`config.mk`:
```
export PLATFORM = sky130hd
export DESIGN_NAME = multicore_round_robin_scheduler
export DESIGN_NICKNAME = d
export VERILOG_FILES = /design/src/sv/mrrs_pkg.sv /design/src/sv/mrrs_cell.sv /design/src/sv/mrrs_seq.sv /design/src/sv/multicore_round_robin_scheduler.sv
export SDC_FILE = /design/constraint.sdc
export NUM_CORES = 1
export LEC_CHECK = 0
export BUFFER_PORTS_ARGS = -buffer_cell sky130_fd_sc_hd__buf_2
export CAP_MARGIN = 20
export CORE_MARGIN = 8
export CORE_UTILIZATION = 45
export CTS_CLUSTER_DIAMETER = 100
export CTS_CLUSTER_SIZE = 30
export DETAILED_ROUTE_END_ITERATION = 16
export MAX_ROUTING_LAYER = met4
export PLACE_DENSITY_LB_ADDON = 0.12
export SKIP_CTS_REPAIR_TIMING = 1
export SYNTH_ARGS = -nofsm -noshare
export SYNTH_HDL_FRONTEND = slang
export SYNTH_SLANG_ARGS = --single-unit
```
`constraint.sdc`:
```
create_clock -name clk -period 8.4 [get_ports clk]
set_clock_uncertainty 0.1 [all_clocks]
set_input_delay 0.42 -clock clk [delete_from_list [all_inputs] [get_ports clk]]
set_output_delay 0.42 -clock clk [all_outputs]
set_load 0.01 [all_outputs]
```
`src/sv/mrrs_pkg.sv`:
```
// Shared types and constants for the multicore round-robin scheduler.
// Used by every module of the block; depends on nothing else.
package mrrs_pkg;

	localparam int NUM_CORES   = 4;
	localparam int QUEUE_DEPTH = 16;
	localparam int NUM_QREGS   = 4;

	localparam int TID_W     = 8;
	localparam int OP_W      = 3;
	localparam int CORE_W    = 2;
	localparam int QUANT_W   = 16;
	localparam int CFG_IDX_W = 2;
	localparam int POS_W     = $clog2(QUEUE_DEPTH);
	localparam int CNT_W     = $clog2(QUEUE_DEPTH + 1);

	localparam logic [OP_W-1:0] OP_LOAD    = 3'd0;
	localparam logic [OP_W-1:0] OP_UNBLOCK = 3'd1;
	localparam logic [OP_W-1:0] OP_TICK    = 3'd2;
	localparam logic [OP_W-1:0] OP_BLOCK   = 3'd3;
	localparam logic [OP_W-1:0] OP_EXIT    = 3'd4;

	localparam logic [QUANT_W-1:0] QUANT_RESET = 16'd10;

	typedef struct packed {
		logic [TID_W-1:0] tid;
		logic             blk;
	} entry_t;

	// one command for the whole row of queue cells
	typedef struct packed {
		logic             shift;
		logic             ins_en;
		logic [POS_W-1:0] ins_pos;
		entry_t           ins;
	} cell_ctrl_t;

	typedef enum logic [1:0] {
		S_IDLE,
		S_LOAD,
		S_UNB,
		S_DISP
	} state_t;

endpackage

```
`src/sv/mrrs_cell.sv`:
```
// One slot of the wait queue: holds an entry, loads an insert aimed at its index, and
// otherwise takes its right neighbour's entry on a shift. Depends on mrrs_pkg.
module mrrs_cell (
	input  logic                       clk,
	input  logic [mrrs_pkg::POS_W-1:0] idx,
	input  mrrs_pkg::cell_ctrl_t       ctrl,
	input  mrrs_pkg::entry_t           right,
	output mrrs_pkg::entry_t           ent
);

	mrrs_pkg::entry_t entry_q;

	always_ff @(posedge clk) begin
		if (ctrl.ins_en && (ctrl.ins_pos == idx)) begin
			entry_q <= ctrl.ins;
		end else if (ctrl.shift) begin
			entry_q <= right;
		end
	end

	assign ent = entry_q;

endmodule

```
`src/sv/mrrs_seq.sv`:
```
// Sequencer of the scheduler: accepts beats, steps the queue row, keeps per-core state
// and the result register. Depends on mrrs_pkg.
module mrrs_seq (
	input  logic                         clk,
	input  logic                         arst_n,
	input  logic                         in_valid,
	output logic                         in_stall,
	input  logic [mrrs_pkg::OP_W-1:0]    opcode,
	input  logic [mrrs_pkg::TID_W-1:0]   task_id,
	input  logic [mrrs_pkg::CORE_W-1:0]  core,
	output logic                         out_valid,
	input  logic                         out_stall,
	output logic [mrrs_pkg::TID_W-1:0]   next_task,
	output logic                         run_idle,
	output logic                         load_dropped,
	input  logic                         cfg_we,
	input  logic [mrrs_pkg::CFG_IDX_W-1:0] cfg_index,
	input  logic [mrrs_pkg::QUANT_W-1:0] cfg_data,
	input  mrrs_pkg::entry_t             front,
	output mrrs_pkg::cell_ctrl_t         cctl
);

	localparam int CNT_W  = mrrs_pkg::CNT_W;
	localparam int POS_W  = mrrs_pkg::POS_W;
	localparam int QW     = mrrs_pkg::QUANT_W;
	localparam int TW     = mrrs_pkg::TID_W;

	mrrs_pkg::state_t state_q, state_d;

	logic [mrrs_pkg::OP_W-1:0]   op_q;
	logic [TW-1:0]               tid_q;
	logic [mrrs_pkg::CORE_W-1:0] core_q;
	logic [CNT_W-1:0]            cnt_q, cnt_d, step_q, step_d;
	logic                        found_q, found_d;

	logic [QW-1:0] quant_q [mrrs_pkg::NUM_QREGS];
	logic [QW-1:0] qleft_q [mrrs_pkg::NUM_CORES];
	logic [TW-1:0] rtid_q  [mrrs_pkg::NUM_CORES];
	logic          ridle_q [mrrs_pkg::NUM_CORES];

	logic          accept, out_free, core_we, out_load;
	logic [QW-1:0] qleft_d, qdec, qdec_in;
	logic [TW-1:0] rtid_d;
	logic          ridle_d, drop_d, need_find, ready, requeue;
	logic [CNT_W-1:0] cnt_m1;

	assign in_stall = (state_q != mrrs_pkg::S_IDLE);
	assign accept   = in_valid && !in_stall;
	assign out_free = !out_valid || !out_stall;
	assign cnt_m1   = cnt_q - CNT_W'(1);

	assign qdec_in = (qleft_q[core] == '0) ? '0 : qleft_q[core] - QW'(1);
	assign qdec    = (qleft_q[core_q] == '0) ? '0 : qleft_q[core_q] - QW'(1);
	assign need_find = (opcode != mrrs_pkg::OP_TICK) || ridle_q[core] || (qdec_in == '0);
	assign ready   = (step_q < cnt_q);
	assign requeue = (op_q == mrrs_pkg::OP_BLOCK) && !ridle_q[core_q];

	always_comb begin
		state_d  = state_q;
		cnt_d    = cnt_q;
		step_d   = step_q;
		found_d  = found_q;
		cctl     = '0;
		core_we  = 1'b0;
		out_load = 1'b0;
		drop_d   = 1'b0;
		qleft_d  = qdec;
		rtid_d   = rtid_q[core_q];
		ridle_d  = ridle_q[core_q];
		unique case (state_q)
			mrrs_pkg::S_IDLE: begin
				if (in_valid) begin
					priority if (opcode == mrrs_pkg::OP_LOAD) begin
						state_d = mrrs_pkg::S_LOAD;
					end else if (opcode == mrrs_pkg::OP_UNBLOCK) begin
						state_d = mrrs_pkg::S_UNB;
						step_d  = cnt_q;
						found_d = 1'b0;
					end else if ((opcode == mrrs_pkg::OP_TICK || opcode == mrrs_pkg::OP_BLOCK
							|| opcode == mrrs_pkg::OP_EXIT)
							&& ({1'b0, core} < (mrrs_pkg::CORE_W + 1)'(mrrs_pkg::NUM_CORES))) begin
						state_d = mrrs_pkg::S_DISP;
						// no search: start past the end so nothing reads as ready
						step_d  = need_find ? '0 : cnt_q;
					end else begin
						state_d = mrrs_pkg::S_IDLE;
					end
				end
			end
			mrrs_pkg::S_LOAD: begin
				if (out_free) begin
					out_load = 1'b1;
					state_d  = mrrs_pkg::S_IDLE;
					if (cnt_q < CNT_W'(mrrs_pkg::QUEUE_DEPTH)) begin
						cctl.ins_en  = 1'b1;
						cctl.ins_pos = cnt_q[POS_W-1:0];
						cctl.ins     = '{tid: tid_q, blk: 1'b0};
						cnt_d        = cnt_q + CNT_W'(1);
					end else begin
						drop_d = 1'b1;
					end
				end
			end
			mrrs_pkg::S_UNB: begin
				if (step_q != '0) begin
					// rotate the front out; keep it unless it is the task being unblocked
					cctl.shift = 1'b1;
					step_d     = step_q - CNT_W'(1);
					if (front.tid != tid_q) begin
						cctl.ins_en  = 1'b1;
						cctl.ins_pos = cnt_m1[POS_W-1:0];
						cctl.ins     = front;
					end else begin
						cnt_d   = cnt_m1;
						found_d = 1'b1;
					end
				end else begin
					state_d = mrrs_pkg::S_IDLE;
					if (found_q) begin
						cctl.ins_en  = 1'b1;
						cctl.ins_pos = cnt_q[POS_W-1:0];
						cctl.ins     = '{tid: tid_q, blk: 1'b0};
						cnt_d        = cnt_q + CNT_W'(1);
					end
				end
			end
			mrrs_pkg::S_DISP: begin
				if (ready && front.blk) begin
					// move a blocked front entry to the back
					cctl.shift   = 1'b1;
					cctl.ins_en  = 1'b1;
					cctl.ins_pos = cnt_m1[POS_W-1:0];
					cctl.ins     = '{tid: front.tid, blk: 1'b1};
					step_d       = step_q + CNT_W'(1);
				end else if (out_free) begin
					core_we  = 1'b1;
					out_load = 1'b1;
					state_d  = mrrs_pkg::S_IDLE;
					if (op_q != mrrs_pkg::OP_TICK) begin
						qleft_d = quant_q[core_q];
						ridle_d = !ready;
						rtid_d  = front.tid;
						if (ready && requeue) begin
							cctl.shift   = 1'b1;
							cctl.ins_en  = 1'b1;
							cctl.ins_pos = cnt_m1[POS_W-1:0];
							cctl.ins     = '{tid: rtid_q[core_q], blk: 1'b1};
						end else if (ready) begin
							cctl.shift = 1'b1;
							cnt_d      = cnt_m1;
						end else if (requeue && (cnt_q < CNT_W'(mrrs_pkg::QUEUE_DEPTH))) begin
							cctl.ins_en  = 1'b1;
							cctl.ins_pos = cnt_q[POS_W-1:0];
							cctl.ins     = '{tid: rtid_q[core_q], blk: 1'b1};
							cnt_d        = cnt_q + CNT_W'(1);
						end
					end else if (ridle_q[core_q]) begin
						if (ready) begin
							qleft_d    = quant_q[core_q];
							rtid_d     = front.tid;
							ridle_d    = 1'b0;
							cctl.shift = 1'b1;
							cnt_d      = cnt_m1;
						end
					end else if (qdec == '0) begin
						qleft_d = quant_q[core_q];
						if (ready) begin
							// swap: dispatch the front, requeue the preempted task as ready
							rtid_d       = front.tid;
							cctl.shift   = 1'b1;
							cctl.ins_en  = 1'b1;
							cctl.ins_pos = cnt_m1[POS_W-1:0];
							cctl.ins     = '{tid: rtid_q[core_q], blk: 1'b0};
						end
					end
					if (ridle_d) begin
						rtid_d = '0;
					end
				end
			end
			default: state_d = mrrs_pkg::S_IDLE;
		endcase
	end

	always_ff @(posedge clk or negedge arst_n) begin
		if (!arst_n) begin
			state_q   <= mrrs_pkg::S_IDLE;
			cnt_q     <= '0;
			step_q    <= '0;
			found_q   <= 1'b0;
			out_valid <= 1'b0;
			for (int i = 0; i < mrrs_pkg::NUM_QREGS; i++) begin
				quant_q[i] <= mrrs_pkg::QUANT_RESET;
			end
			for (int i = 0; i < mrrs_pkg::NUM_CORES; i++) begin
				qleft_q[i] <= '0;
				rtid_q[i]  <= '0;
				ridle_q[i] <= 1'b1;
			end
		end else begin
			state_q <= state_d;
			cnt_q   <= cnt_d;
			step_q  <= step_d;
			found_q <= found_d;
			if (out_load) begin
				out_valid <= 1'b1;
			end else if (!out_stall) begin
				out_valid <= 1'b0;
			end
			if (cfg_we) begin
				quant_q[cfg_index] <= cfg_data;
			end
			if (core_we) begin
				qleft_q[core_q] <= qleft_d;
				rtid_q[core_q]  <= rtid_d;
				ridle_q[core_q] <= ridle_d;
			end
		end
	end

	always_ff @(posedge clk) begin
		if (accept) begin
			op_q   <= opcode;
			tid_q  <= task_id;
			core_q <= core;
		end
		if (out_load) begin
			next_task    <= (op_q == mrrs_pkg::OP_LOAD) ? '0 : rtid_d;
			run_idle     <= (op_q == mrrs_pkg::OP_LOAD) ? 1'b0 : ridle_d;
			load_dropped <= drop_d;
		end
	end

endmodule

```
`src/sv/multicore_round_robin_scheduler.sv`:
```
// Multicore round-robin scheduler: four cores share one circular wait queue.
// Channels: an input beat (opcode, task_id, core) with in_valid/in_stall and a result beat
// (next_task, run_idle, load_dropped) with out_valid/out_stall. A load gives one result with
// only load_dropped meaningful; an unblock gives none; tick, block and exit give the core's
// next task, or run_idle with next_task zero. Unknown opcodes are taken and ignored.
// The queue is a row of sixteen cells; every rotation step moves each entry one cell
// towards the front, and the sequencer only looks at the front cell.
// One beat at a time. An unblock rotates each queued entry once, dropping the unblocked
// task, then appends it if found; tick, block and exit, when searching, first rotate each
// blocked front entry to the back. The user writes the quantum registers through
// cfg_we/cfg_index/cfg_data only while no beat is in work; the block does not enforce it.
// Reset: queue empty, every core idle, quanta at 10, countdowns at zero. Queue cells have
// no reset; only entries written since are ever read.
// While out_stall holds a result, the block keeps the result and finishes its next load,
// tick, block or exit beat only once the result register is free.
// Depends on mrrs_pkg, mrrs_cell and mrrs_seq.
module multicore_round_robin_scheduler (
	input  logic                           clk,
	input  logic                           arst_n,
	input  logic                           in_valid,
	output logic                           in_stall,
	input  logic [mrrs_pkg::OP_W-1:0]      opcode,
	input  logic [mrrs_pkg::TID_W-1:0]     task_id,
	input  logic [mrrs_pkg::CORE_W-1:0]    core,
	output logic                           out_valid,
	input  logic                           out_stall,
	output logic [mrrs_pkg::TID_W-1:0]     next_task,
	output logic                           run_idle,
	output logic                           load_dropped,
	input  logic                           cfg_we,
	input  logic [mrrs_pkg::CFG_IDX_W-1:0] cfg_index,
	input  logic [mrrs_pkg::QUANT_W-1:0]   cfg_data
);

	mrrs_pkg::cell_ctrl_t cctl;
	mrrs_pkg::entry_t     ent [mrrs_pkg::QUEUE_DEPTH];

	mrrs_seq u_seq (
		.clk          (clk),
		.arst_n       (arst_n),
		.in_valid     (in_valid),
		.in_stall     (in_stall),
		.opcode       (opcode),
		.task_id      (task_id),
		.core         (core),
		.out_valid    (out_valid),
		.out_stall    (out_stall),
		.next_task    (next_task),
		.run_idle     (run_idle),
		.load_dropped (load_dropped),
		.cfg_we       (cfg_we),
		.cfg_index    (cfg_index),
		.cfg_data     (cfg_data),
		.front        (ent[0]),
		.cctl         (cctl)
	);

	for (genvar i = 0; i < mrrs_pkg::QUEUE_DEPTH; i++) begin : g_cell
		mrrs_pkg::entry_t right;
		if (i == mrrs_pkg::QUEUE_DEPTH - 1) begin : g_last
			assign right = ent[i];
		end else begin : g_mid
			assign right = ent[i+1];
		end
		mrrs_cell u_cell (
			.clk   (clk),
			.idx   (mrrs_pkg::POS_W'(i)),
			.ctrl  (cctl),
			.right (right),
			.ent   (ent[i])
		);
	end

endmodule

```
* Word-level counts from Yosys, hierarchy flattened
Cells that the tools add are included.
Word-level totals: register bits after elaboration 345, bits of input ports 36, output and inout bits 12, word-level logic and storage cells 334
Operators by class: add/sub/neg operators 6, order comparisons 7, eq/ne operators 45, mux-type cells 148, bitwise gates (word level) 3, reductions and logical operators 66
Operator list (number):
- 16-bit 2-to-1 mux | 17
- 9-bit 2-to-1 mux | 30
- 64-bit bitwise mux | 2
- 14-bit 2-to-1 mux | 8
- 5-bit 2-to-1 mux | 20
- 16-bit binary-select mux with 2-bit select | 3
- 15-bit 2-to-1 mux | 6
- 8-bit 2-to-1 mux | 11
- 16-bit demux with 2-bit select | 2
- 16-bit logical NOT | 4
- 14-bit one-hot mux with 3 select lines | 1
- 2-bit nonzero test | 17
- 32-bit bitwise mux | 1
- 4-bit == test (second input constant) | 8
- 16-bit by 1-bit subtractor with 16-bit output (second input constant) | 2
- 5-bit one-hot mux with 3 select lines | 2
- 1-bit 2-to-1 mux | 28
- 1-bit logical AND | 23
- 8-bit binary-select mux with 2-bit select | 1
- 8-bit demux with 2-bit select | 1
- 4-bit by 3-bit == test with 1-bit output (second input constant) | 4
- 3-bit by 1-bit inequality test with 1-bit output (second input constant) | 5
- 2-bit 2-to-1 mux | 7
- 2-bit by 1-bit inequality test with 1-bit output (second input constant) | 7
- other kinds (34) | 65

* Logic depth before layout (Yosys ltp)
Gate-level depths: netlist of run 1.
depth in word-level cells 17, gate-level depth with buffers 18, mapped depth without buffers 12

* Hierarchy
From an unflattened synthesis of run 1, not the netlist that was laid out.
Unflattened totals: cell total of the unflattened synthesis 1324, area, all modules 17485.5 µm²
By module, submodules not included:
- mrrs_seq | instances 1, cells each 922, area an instance 10471.3 µm², seq. area each 5159.9 µm²
- mrrs_cell | instances 16, cells each 25, area an instance 437.9 µm², seq. area each 270.3 µm²
- multicore_round_robin_scheduler | instances 1, cells each 2, area an instance 7.5 µm², seq. area each 0.0 µm²

* Least setup slack after synthesis of run 1
No wires, ideal clock.
path kind register to register, from register u_seq.core_q[0] (netlist bit), to register g_cell[3].u_cell.entry_q, in the netlist g_cell[3].u_cell.ent[0], enable pin, setup time 0.387 ns, data arrival time 4.234 ns, data required time 7.913 ns, path slack 3.678 ns, cell stages (with the launch flop) 16, buffers on the path 4, clock period less this slack 4.722 ns, cell sequence edfxtp_1 buf_6 buf_6 buf_6 mux4_2 inv_1 ha_1 and4b_1 o21a_1 and3_1 buf_2 a31oi_1 or4b_1 o221ai_2 o21ai_2 o21ai_0
On the way: word-level cells in the longest chain between the ends 17, elaborated cells between the ends (all ways) 29, classes of those cells 1 x add/sub; 1 x eq/ne; 18 x mux; 1 x bitwise; 8 x reduce/logical
Ends and longest elaborated chain:
- start: declaration | RTL line mrrs_seq.sv:32 | logic [mrrs_pkg::CORE_W-1:0] core_q;
- start signal: assignment | RTL line mrrs_seq.sv:225 | core_q <= core;
- 2-bit inverter with 3-bit output (not written as such) * | RTL line mrrs_seq.sv:53, mrrs_seq.sv:56, mrrs_seq.sv:157
- parallel branches: the longest is 9 deep, another holds 16-bit by 1-bit subtractor with 16-bit output
- 15-bit 2-to-1 mux * | RTL line mrrs_seq.sv:139 | if (op_q != mrrs_pkg::OP_TICK) begin
- 15-bit 2-to-1 mux * | RTL line mrrs_seq.sv:135 | end else if (out_free) begin
- 15-bit 2-to-1 mux * | RTL line mrrs_seq.sv:128 | if (ready && front.blk) begin
- 14-bit one-hot mux with 3 select lines | RTL line mrrs_seq.sv:70 | unique case (state_q)
- 4-bit by 2-bit == test with 1-bit output | RTL line mrrs_cell.sv:14 | if (ctrl.ins_en && (ctrl.ins_pos == idx)) begin
- 1-bit logical AND | RTL line mrrs_cell.sv:14
- 2-bit nonzero test (no line) *
- end signal: assignment | RTL line mrrs_cell.sv:15 | entry_q <= ctrl.ins;
- end signal: assignment | RTL line mrrs_cell.sv:17 | entry_q <= right;
- end: declaration | RTL line mrrs_cell.sv:11 | mrrs_pkg::entry_t entry_q;
Mark *: on every way between the ends. The select of a mux whose other input is x is not followed. A chain may end at the register's enable or synchronous reset.

* Worst setup path in the final report of run 1
from register u_seq.core_q[1] (netlist bit), to register g_cell[7].u_cell.entry_q, in the netlist g_cell[7].u_cell.ent[5], enable pin
On the way: word-level cells in the longest chain between the ends 17, elaborated cells between the ends (all ways) 29, classes of those cells 1 x add/sub; 1 x eq/ne; 18 x mux; 1 x bitwise; 8 x reduce/logical
Ends and longest elaborated chain (RTL line):
- 2-bit inverter with 3-bit output (not written as such) * | mrrs_seq.sv:53, mrrs_seq.sv:56, mrrs_seq.sv:157
- parallel branches: the longest is 9 deep, another holds 16-bit by 1-bit subtractor with 16-bit output
- 15-bit 2-to-1 mux * | mrrs_seq.sv:139
- 15-bit 2-to-1 mux * | mrrs_seq.sv:135
- 15-bit 2-to-1 mux * | mrrs_seq.sv:128
- 14-bit one-hot mux with 3 select lines | mrrs_seq.sv:70
- 4-bit by 3-bit == test with 1-bit output | mrrs_cell.sv:14
- 1-bit logical AND | mrrs_cell.sv:14
- 2-bit nonzero test (no line) *
- end signal: assignment | mrrs_cell.sv:15
- end signal: assignment | mrrs_cell.sv:17
- end: declaration | mrrs_cell.sv:11
Marks and branches as above.

==> impl_summary.log, run 1 <==
INFO  metric timing_worst_setup_path_type = flip-flop to flip-flop
INFO  metric route.final.wire_length = 39710 µm
INFO  metric met3RoutedLength = 1693 µm
INFO  metric die_h = 210.6 µm
INFO  metric max_freq = 0.1568 GHz
INFO  metric synth_area_per_cell = 13.49 µm²
INFO  metric fin_tns_setup = 0 ps
INFO  metric grt_first_pass_wirelength = 62890 µm
INFO  metric critical_path_required = 8510 ps
INFO  metric die_footprint = 44340 µm²
INFO  metric status = finished, final reports clean
INFO  metric p_leak = 0.007040 µW
INFO  metric layout.cells.most_common = sky130_fd_sc_hd__mux2_2
INFO  metric share_of_synthesized_area_occupied_by_flip_flops_and_latches = 55.68%
INFO  metric worst_hold_margin = 17.69 ps
INFO  metric synth.cell_area = 17030 µm²
INFO  metric route.vias.total = 10520
INFO  metric tritoncts_clock_tree = yes
INFO  metric std_cell_rows = 71
INFO  metric syn-instance-count = 1263
INFO  metric finish.instance_area = 18420 µm²
INFO  metric syn2layout_area_growth = 8.154%
INFO  metric synth_cell_types = 80
INFO  metric grt_antenna_before_repair = 0
INFO  metric rsz_0062_raised_after_global_routing = no
INFO  metric top_layer_used = met4
INFO  metric grt-ovfl-total = 0
INFO  metric worst_setup_path_end_kind = flip-flop
INFO  metric dp_wirelength = 27420 µm
INFO  metric numCtsBuffers = 16
INFO  metric core-area = 37490 µm²
INFO  metric groute.usage.overall = 18.40%
INFO  metric number_of_pins_exceeding_their_max_slew_limit_in_the_final_report = 0
INFO  metric n_antenna_cell = 0
INFO  metric slew_headroom = 28.00%
INFO  metric routedWlPerCell = 21.80 µm
INFO  metric synth_nets = 1311
INFO  metric post-route-drc-count = 0
INFO  metric most-common-layout-cells = sky130_fd_sc_hd__mux2_2, sky130_fd_sc_hd__edfxtp_1, sky130_fd_sc_hd__dfrtp_1, sky130_fd_sc_hd__nand2_1, sky130_fd_sc_hd__o21ai_0
INFO  metric worstPathArrival = 6490 ps
INFO  metric post_placement_cell_area = 17810 µm²
INFO  metric report.final.setup_viol = 0
INFO  metric drt_iter0_drc = 797
INFO  metric worst-slew-pin-transition = 1080 ps
INFO  metric crit_fanout = 26
INFO  metric period_share = 75.93%
INFO  metric largest_net_degree_at_the_start_of_global_routing = 73
INFO  metric timing.final.crit_period = 6378 ps
INFO  metric clock-sinks = 345
INFO  metric preCtsSetupSlack = 2107 ps
INFO  metric timing.critical_path.from_type = flip-flop
INFO  metric first_global_vias = 10440
INFO  metric place.gp.congestion = 0.8926
INFO  metric port_buffers = 47
INFO  metric drt_first_pass_iters = 5
INFO  metric synth-edff-count = 167
INFO  metric total_power = 6939 µW
INFO  metric ys_seq_elements = 345
INFO  metric layout_cell_share_with_drive_strength_beyond_1 = 32.44%
INFO  metric route.detailed.vias_per_inst = 5.779
INFO  metric wl_met2 = 18240 µm
INFO  metric clock_latency = 540 ps
INFO  metric synth-main-ff-cell = sky130_fd_sc_hd__edfxtp_1
INFO  metric worstHoldPathType = input port to flip-flop
INFO  metric cap_viol_max_count = 0
INFO  metric ant_nets = 0
INFO  metric finalHoldViolCount = 0
INFO  metric p_per_area = 376.6 nW/µm²
INFO  metric post_route_worst_setup_slack = 2022 ps
INFO  metric peak_ir_drop_on_the_vdd_network = 0.1901 mV
INFO  metric post_route_met1_wirelength = 19140 µm
INFO  metric floorplan.io_pins = 48
INFO  metric postSynth.asyncResetShare = 51.59%
INFO  metric clkSlewWorstSetupHoldPaths = 120 ps
INFO  metric nNetsFinal = 1348
INFO  metric die_w = 210.6 µm
INFO  metric clock-root-buffer = sky130_fd_sc_hd__clkbuf_16
INFO  metric htreeDepth = 1
INFO  metric initial_utilization = 45.44%
INFO  metric ys_warn_count = 0
INFO  metric cts-root-to-sink-buffers = 3
-- area by class of cell --
class	instances	area, µm²
Timing Repair Buffer	83	534.3
Clock buffer	24	461.7
Multi-Input combinational cell	833	7174
Inverter	21	78.83
Sequential cell	345	9484
Tap cell	511	639.4
Fill cell	3347	19070
Clock inverter	4	50.05
-- per-layer routing --
metal	track usage, %	vias to the layer above
li1	-	4857
met1	26.51	5382
met2	27.80	240
met3	2.243	44
met4	3.933	0
met5	-	-
-- path summary, 6_finish.rpt --
kind                            cells after the start                                end  slack (ps)                    startpoint
worst min register to register                      2       u_seq.ridle_q[3]$_DFFE_PN1P_         380  u_seq.ridle_q[3]$_DFFE_PN1P_
worst max-delay path                               10  g_cell[7].u_cell.ent[5]$_DFFE_PP_        2020     u_seq.core_q[1]$_DFFE_PP_
worst max register to register                     10  g_cell[7].u_cell.ent[5]$_DFFE_PP_        2020     u_seq.core_q[1]$_DFFE_PP_
min in group asynchronous                           2      u_seq.qleft_q[36]$_DFFE_PN0P_         300                        arst_n
max in group asynchronous                           3         u_seq.cnt_q[4]$_DFFE_PN0P_        6540                        arst_n
worst min-delay path                                2        u_seq.out_valid$_DFFE_PN0P_          20                     out_stall
-- power by group --
group / total (µW) / switching [µW] / internal (µW) / leakage [µW]
logic: 2850 / 1640 / 1210 / 0.00302
clock network: 955 / 554 / 401 / 0.000247
registers: 3130 / 408 / 2720 / 0.00377
-- cells in the mapped netlist, types with 11 or more instances --
cell type                  count  share of area (%)
sky130_fd_sc_hd__a21oi_1      46                1.4
sky130_fd_sc_hd__buf_2        11               0.32
sky130_fd_sc_hd__clkbuf_1     41               0.90
sky130_fd_sc_hd__dfrtp_1     166                 24
sky130_fd_sc_hd__dfstp_2      12                1.9
sky130_fd_sc_hd__edfxtp_1    167                 29
sky130_fd_sc_hd__ha_1         11               0.81
sky130_fd_sc_hd__inv_1        21               0.46
sky130_fd_sc_hd__mux2_2      209                 14
sky130_fd_sc_hd__mux2_4       27                2.4
sky130_fd_sc_hd__mux4_2       47                6.2
sky130_fd_sc_hd__nand2_1      91                2.0
sky130_fd_sc_hd__nand3_1      20               0.59
sky130_fd_sc_hd__nor2_1       50                1.1
sky130_fd_sc_hd__nor3_1       35                1.0
sky130_fd_sc_hd__nor4_1       13               0.48
sky130_fd_sc_hd__o21ai_0      66                1.9
sky130_fd_sc_hd__o21ai_1      11               0.32
sky130_fd_sc_hd__xnor2_1      20                1.0
-- sequential cells by signal, summed over array words and instances, names as in the netlist, 3 cells and up --
signal             flops
g_cell.u_cell.ent    144
u_seq.qleft_q         64
u_seq.quant_q         64
u_seq.rtid_q          32
u_seq.next_task        8
u_seq.tid_q            8
u_seq.cnt_q            5
u_seq.step_q           5
u_seq.ridle_q          4
u_seq.op_q             3
-- stage by stage --
stage | std cells | utilization [%]
floorplan | 1263 | -
global placement | 1782 | 47.50
detailed placement | 1782 | 47.50
CTS | 1810 | 48.86
global route | 1821 | 49.14
finish | 1821 | 49.14
-- worst max-delay path, stage by stage, from the launching register on --
cell,delay (ps)
sky130_fd_sc_hd__edfxtp_1,1080
sky130_fd_sc_hd__buf_4,530
sky130_fd_sc_hd__mux4_2,440
sky130_fd_sc_hd__nor4_1,600
sky130_fd_sc_hd__and3_1,670
sky130_fd_sc_hd__a31oi_1,200
sky130_fd_sc_hd__or4b_1,590
sky130_fd_sc_hd__o221ai_2,410
sky130_fd_sc_hd__o21ai_2,230
sky130_fd_sc_hd__nor2b_1,710
sky130_fd_sc_hd__nand2b_1,470
-- cell families after synthesis --
kind of cell	share of synthesized area, %
multiplexers	23.20
XOR/XNOR	1.285
adder cells (fa/ha/maj)	0.9255
flip-flops	55.68
AND/OR/NAND/NOR	8.359
buffers and inverters	2.262
AO/OA/AOI/OAI	8.293
No activity file was read; power rests on OpenSTA's default activity.
==> inputs of run 2 (changes only) <==
==> constraint.sdc (replaced) <==
create_clock -name clk -period 5.8 [get_ports clk]
set_clock_uncertainty 0.1 [all_clocks]
set_input_delay 0.29 -clock clk [delete_from_list [all_inputs] [get_ports clk]]
set_output_delay 0.29 -clock clk [all_outputs]
set_load 0.01 [all_outputs]
==> impl_summary.log, run 2 (synthesis gave the netlist of run 1 again) <==
INFO  metric critical_path_required = 5870 ps (-2640 ps)
INFO  metric ant_nets = 0 (unchanged)
INFO  metric place.gp.congestion = 0.8946 (+0.22%)
INFO  metric die_w = 210.6 µm (unchanged)
INFO  metric switching_fraction_of_total_power = 37.05% (-0.52 points)
INFO  metric nNetsFinal = 1375 (+2.0%)
INFO  metric most-common-layout-cells = sky130_fd_sc_hd__mux2_2, sky130_fd_sc_hd__edfxtp_1, sky130_fd_sc_hd__dfrtp_1, sky130_fd_sc_hd__nand2_1, sky130_fd_sc_hd__o21ai_0
INFO  metric grt-ovfl-total = 0 (unchanged)
INFO  metric numCtsBuffers = 16 (unchanged)
INFO  metric largest_register_ffs = 144 (unchanged)
INFO  metric n_antenna_cell = 0 (unchanged)
INFO  metric p_per_area = 535.9 nW/µm² (+42%)
INFO  metric p_leak = 0.007182 µW (+2.0%)
INFO  metric report.final.setup_viol = 0 (unchanged)
INFO  metric cts-root-to-sink-buffers = 3 (unchanged)
INFO  metric finalHoldViolCount = 0 (unchanged)
INFO  metric grt_antenna_before_repair = 0 (unchanged)
INFO  metric drt_iter0_drc = 798 (+0.13%)
INFO  metric clock_latency = 530 ps (about the same)
INFO  metric logic_gate_share_of_total_power = 41.4% (+0.3 points)
INFO  metric route.detailed.vias_per_inst = 5.674 (-1.8%)
INFO  metric route.final.wire_length = 38700 µm (-2.5%)
INFO  metric p_int = 6319 µW (+46%)
INFO  metric worst_hold_margin = 20.94 ps (+3.249 ps)
INFO  metric grt_first_pass_wirelength = 61840 µm (-1.7%)
INFO  metric die_h = 210.6 µm (unchanged)
INFO  metric htreeDepth = 1 (unchanged)
INFO  metric peak_ir_drop_on_the_vdd_network = 0.2262 mV (+19%)
INFO  metric post-route-drc-count = 0 (unchanged)
INFO  metric worst_setup_path_end_kind = flip-flop
INFO  metric utilization = 49.96% (+0.82 points)
INFO  metric total_switching_power = 3719 µW (+43%)
INFO  metric cap_viol_max_count = 0 (unchanged)
INFO  metric timing_worst_setup_path_type = flip-flop to flip-flop
INFO  metric routedWlPerCell = 20.94 µm (-4.0%)
INFO  metric core-area = 37490 µm² (unchanged)
INFO  metric crit_fanout = 17 (-35%)
INFO  metric slew_headroom = 35.48% (+7.5 points)
INFO  metric worstHoldPathType = input port to flip-flop
INFO  metric finish.instance_area = 18730 µm² (+1.7%)
INFO  metric port_buffers = 47 (unchanged)
INFO  metric drt_first_pass_iters = 7 (+2)
INFO  metric floorplan.io_pins = 48 (unchanged)
INFO  metric status = finished, final reports clean
INFO  metric std_cell_rows = 71 (unchanged)
INFO  metric number_of_pins_exceeding_their_max_slew_limit_in_the_final_report = 0 (unchanged)
INFO  metric clock-sinks = 345 (unchanged)
INFO  metric first_global_vias = 10480 (+0.38%)
INFO  metric layout.cells.most_common = sky130_fd_sc_hd__mux2_2
INFO  metric worst-slew-pin-transition = 964.9 ps (-115.1 ps)
INFO  metric groute.usage.overall = 17.98% (-0.42 points)
INFO  metric initial_utilization = 45.44% (unchanged)
INFO  metric timing.critical_path.from_type = flip-flop
INFO  metric worstPathArrival = 5260 ps (-1230 ps)
INFO  metric timing.final.crit_period = 5190 ps (-1188 ps)
INFO  metric tritoncts_clock_tree = yes
INFO  metric period_share = 89.48% (+14 points)
INFO  metric fin_tns_setup = 0 ps (unchanged)
INFO  metric syn2layout_area_growth = 9.961%
INFO  metric route.vias.total = 10490 (-0.35%)
INFO  metric clock-root-buffer = sky130_fd_sc_hd__clkbuf_16
INFO  metric post_placement_cell_area = 17890 µm² (+0.48%)
INFO  metric preCtsSetupSlack = 621.1 ps (-1486 ps)
INFO  metric clkSlewWorstSetupHoldPaths = 110 ps (about the same)
INFO  metric die_footprint = 44340 µm² (unchanged)
INFO  metric seqPwrFrac = 44.9% (-0.2 points)
INFO  metric max_freq = 0.1927 GHz (+23%)
INFO  metric post_route_worst_setup_slack = 610.2 ps (-1412 ps)
INFO  metric largest_net_degree_at_the_start_of_global_routing = 113 (+55%)
INFO  metric rsz_0062_raised_after_global_routing = no
INFO  metric dp_wirelength = 26730 µm (-2.5%)
INFO  metric layout_cell_share_with_drive_strength_beyond_1 = 32.39% (-0.057 points)
INFO  metric p_clk_share = 13.7% (about the same)
run 2: changes by cell type in the layout (fill, tap and decap cells not counted), moves of 2 or more:
cell | before | now
sky130_fd_sc_hd__buf_12 | 0 | 2
sky130_fd_sc_hd__dlygate4sd3_1 | 10 | 29
sky130_fd_sc_hd__inv_6 | 2 | 0
sky130_fd_sc_hd__buf_4 | 25 | 31
run 2: cell type report:
| type | instances | area [µm²] |
|---|---|---|
| Inverter | 21 | 78.83 |
| Clock buffer | 24 | 473.0 |
| Tap cell | 511 | 639.4 |
| Fill cell | 3309 | 18760 |
| Multi-Input combinational cell | 833 | 7174 |
| Clock inverter | 4 | 48.80 |
| Sequential cell | 345 | 9484 |
| Timing Repair Buffer | 110 | 832.0 |
run 2: worst max-delay path, cell delays in order, from the launching register on:
cell and delay, ps:
sky130_fd_sc_hd__edfxtp_1 570, sky130_fd_sc_hd__buf_4 390, sky130_fd_sc_hd__mux4_2 640, sky130_fd_sc_hd__nor3_1 420
sky130_fd_sc_hd__nand2_1 140, sky130_fd_sc_hd__or4_1 510, sky130_fd_sc_hd__and2_1 190, sky130_fd_sc_hd__a41oi_2 250
sky130_fd_sc_hd__o221ai_2 260, sky130_fd_sc_hd__nor3_2 440, sky130_fd_sc_hd__and2_1 320, sky130_fd_sc_hd__buf_4 220
sky130_fd_sc_hd__nand2b_1 380
run 2: worst paths after layout:
kind                                             start                                 to  slack [ps]  cells past startpoint
min in group asynchronous                       arst_n       u_seq.qleft_q[3]$_DFFE_PN0P_          40                      2
setup reg to reg             u_seq.core_q[0]$_DFFE_PP_  g_cell[0].u_cell.ent[6]$_DFFE_PP_         610                     12
max in group asynchronous                       arst_n         u_seq.cnt_q[0]$_DFFE_PN0P_        4430                      3
hold / removal                                in_valid       u_seq.state_q[0]$_DFFE_PN0P_          20                      3
setup / recovery             u_seq.core_q[0]$_DFFE_PP_  g_cell[0].u_cell.ent[6]$_DFFE_PP_         610                     12
hold reg to reg            u_seq.rtid_q[2]$_DFFE_PN0P_        u_seq.rtid_q[2]$_DFFE_PN0P_         390                      2
run 2: metal layers:
layer	track usage, %	wire length (µm)	vias to the layer above
li1	-	-	4929
met1	25.83	18660	5323
met2	26.90	17720	191
met3	2.822	1772	43
met4	3.644	553	0
met5	-	0	-
run 2: power by group through the flow:
stage          logic [µW]  registers (µW)  clock network [µW]
6_report             4160            4500                1380
4_1_cts              4160            4500                1440
3_3_place_gp         4090            4540                   0
2_1_floorplan        3090            4320                   0
5_1_grt              4580            4620                1520
3_5_place_dp         4140            4550                   0
run 2: per-stage QoR:
| stage | power [µW] | std cells |
|---|---|---|
| 2_1_floorplan | 7408 | 1263 |
| 3_3_place_gp | 8628 | 1790 |
| 4_1_cts | 10100 | 1818 |
| 3_5_place_dp | 8686 | 1790 |
| 6_report | 10040 | 1848 |
| 5_1_grt | 10720 | 1848 |
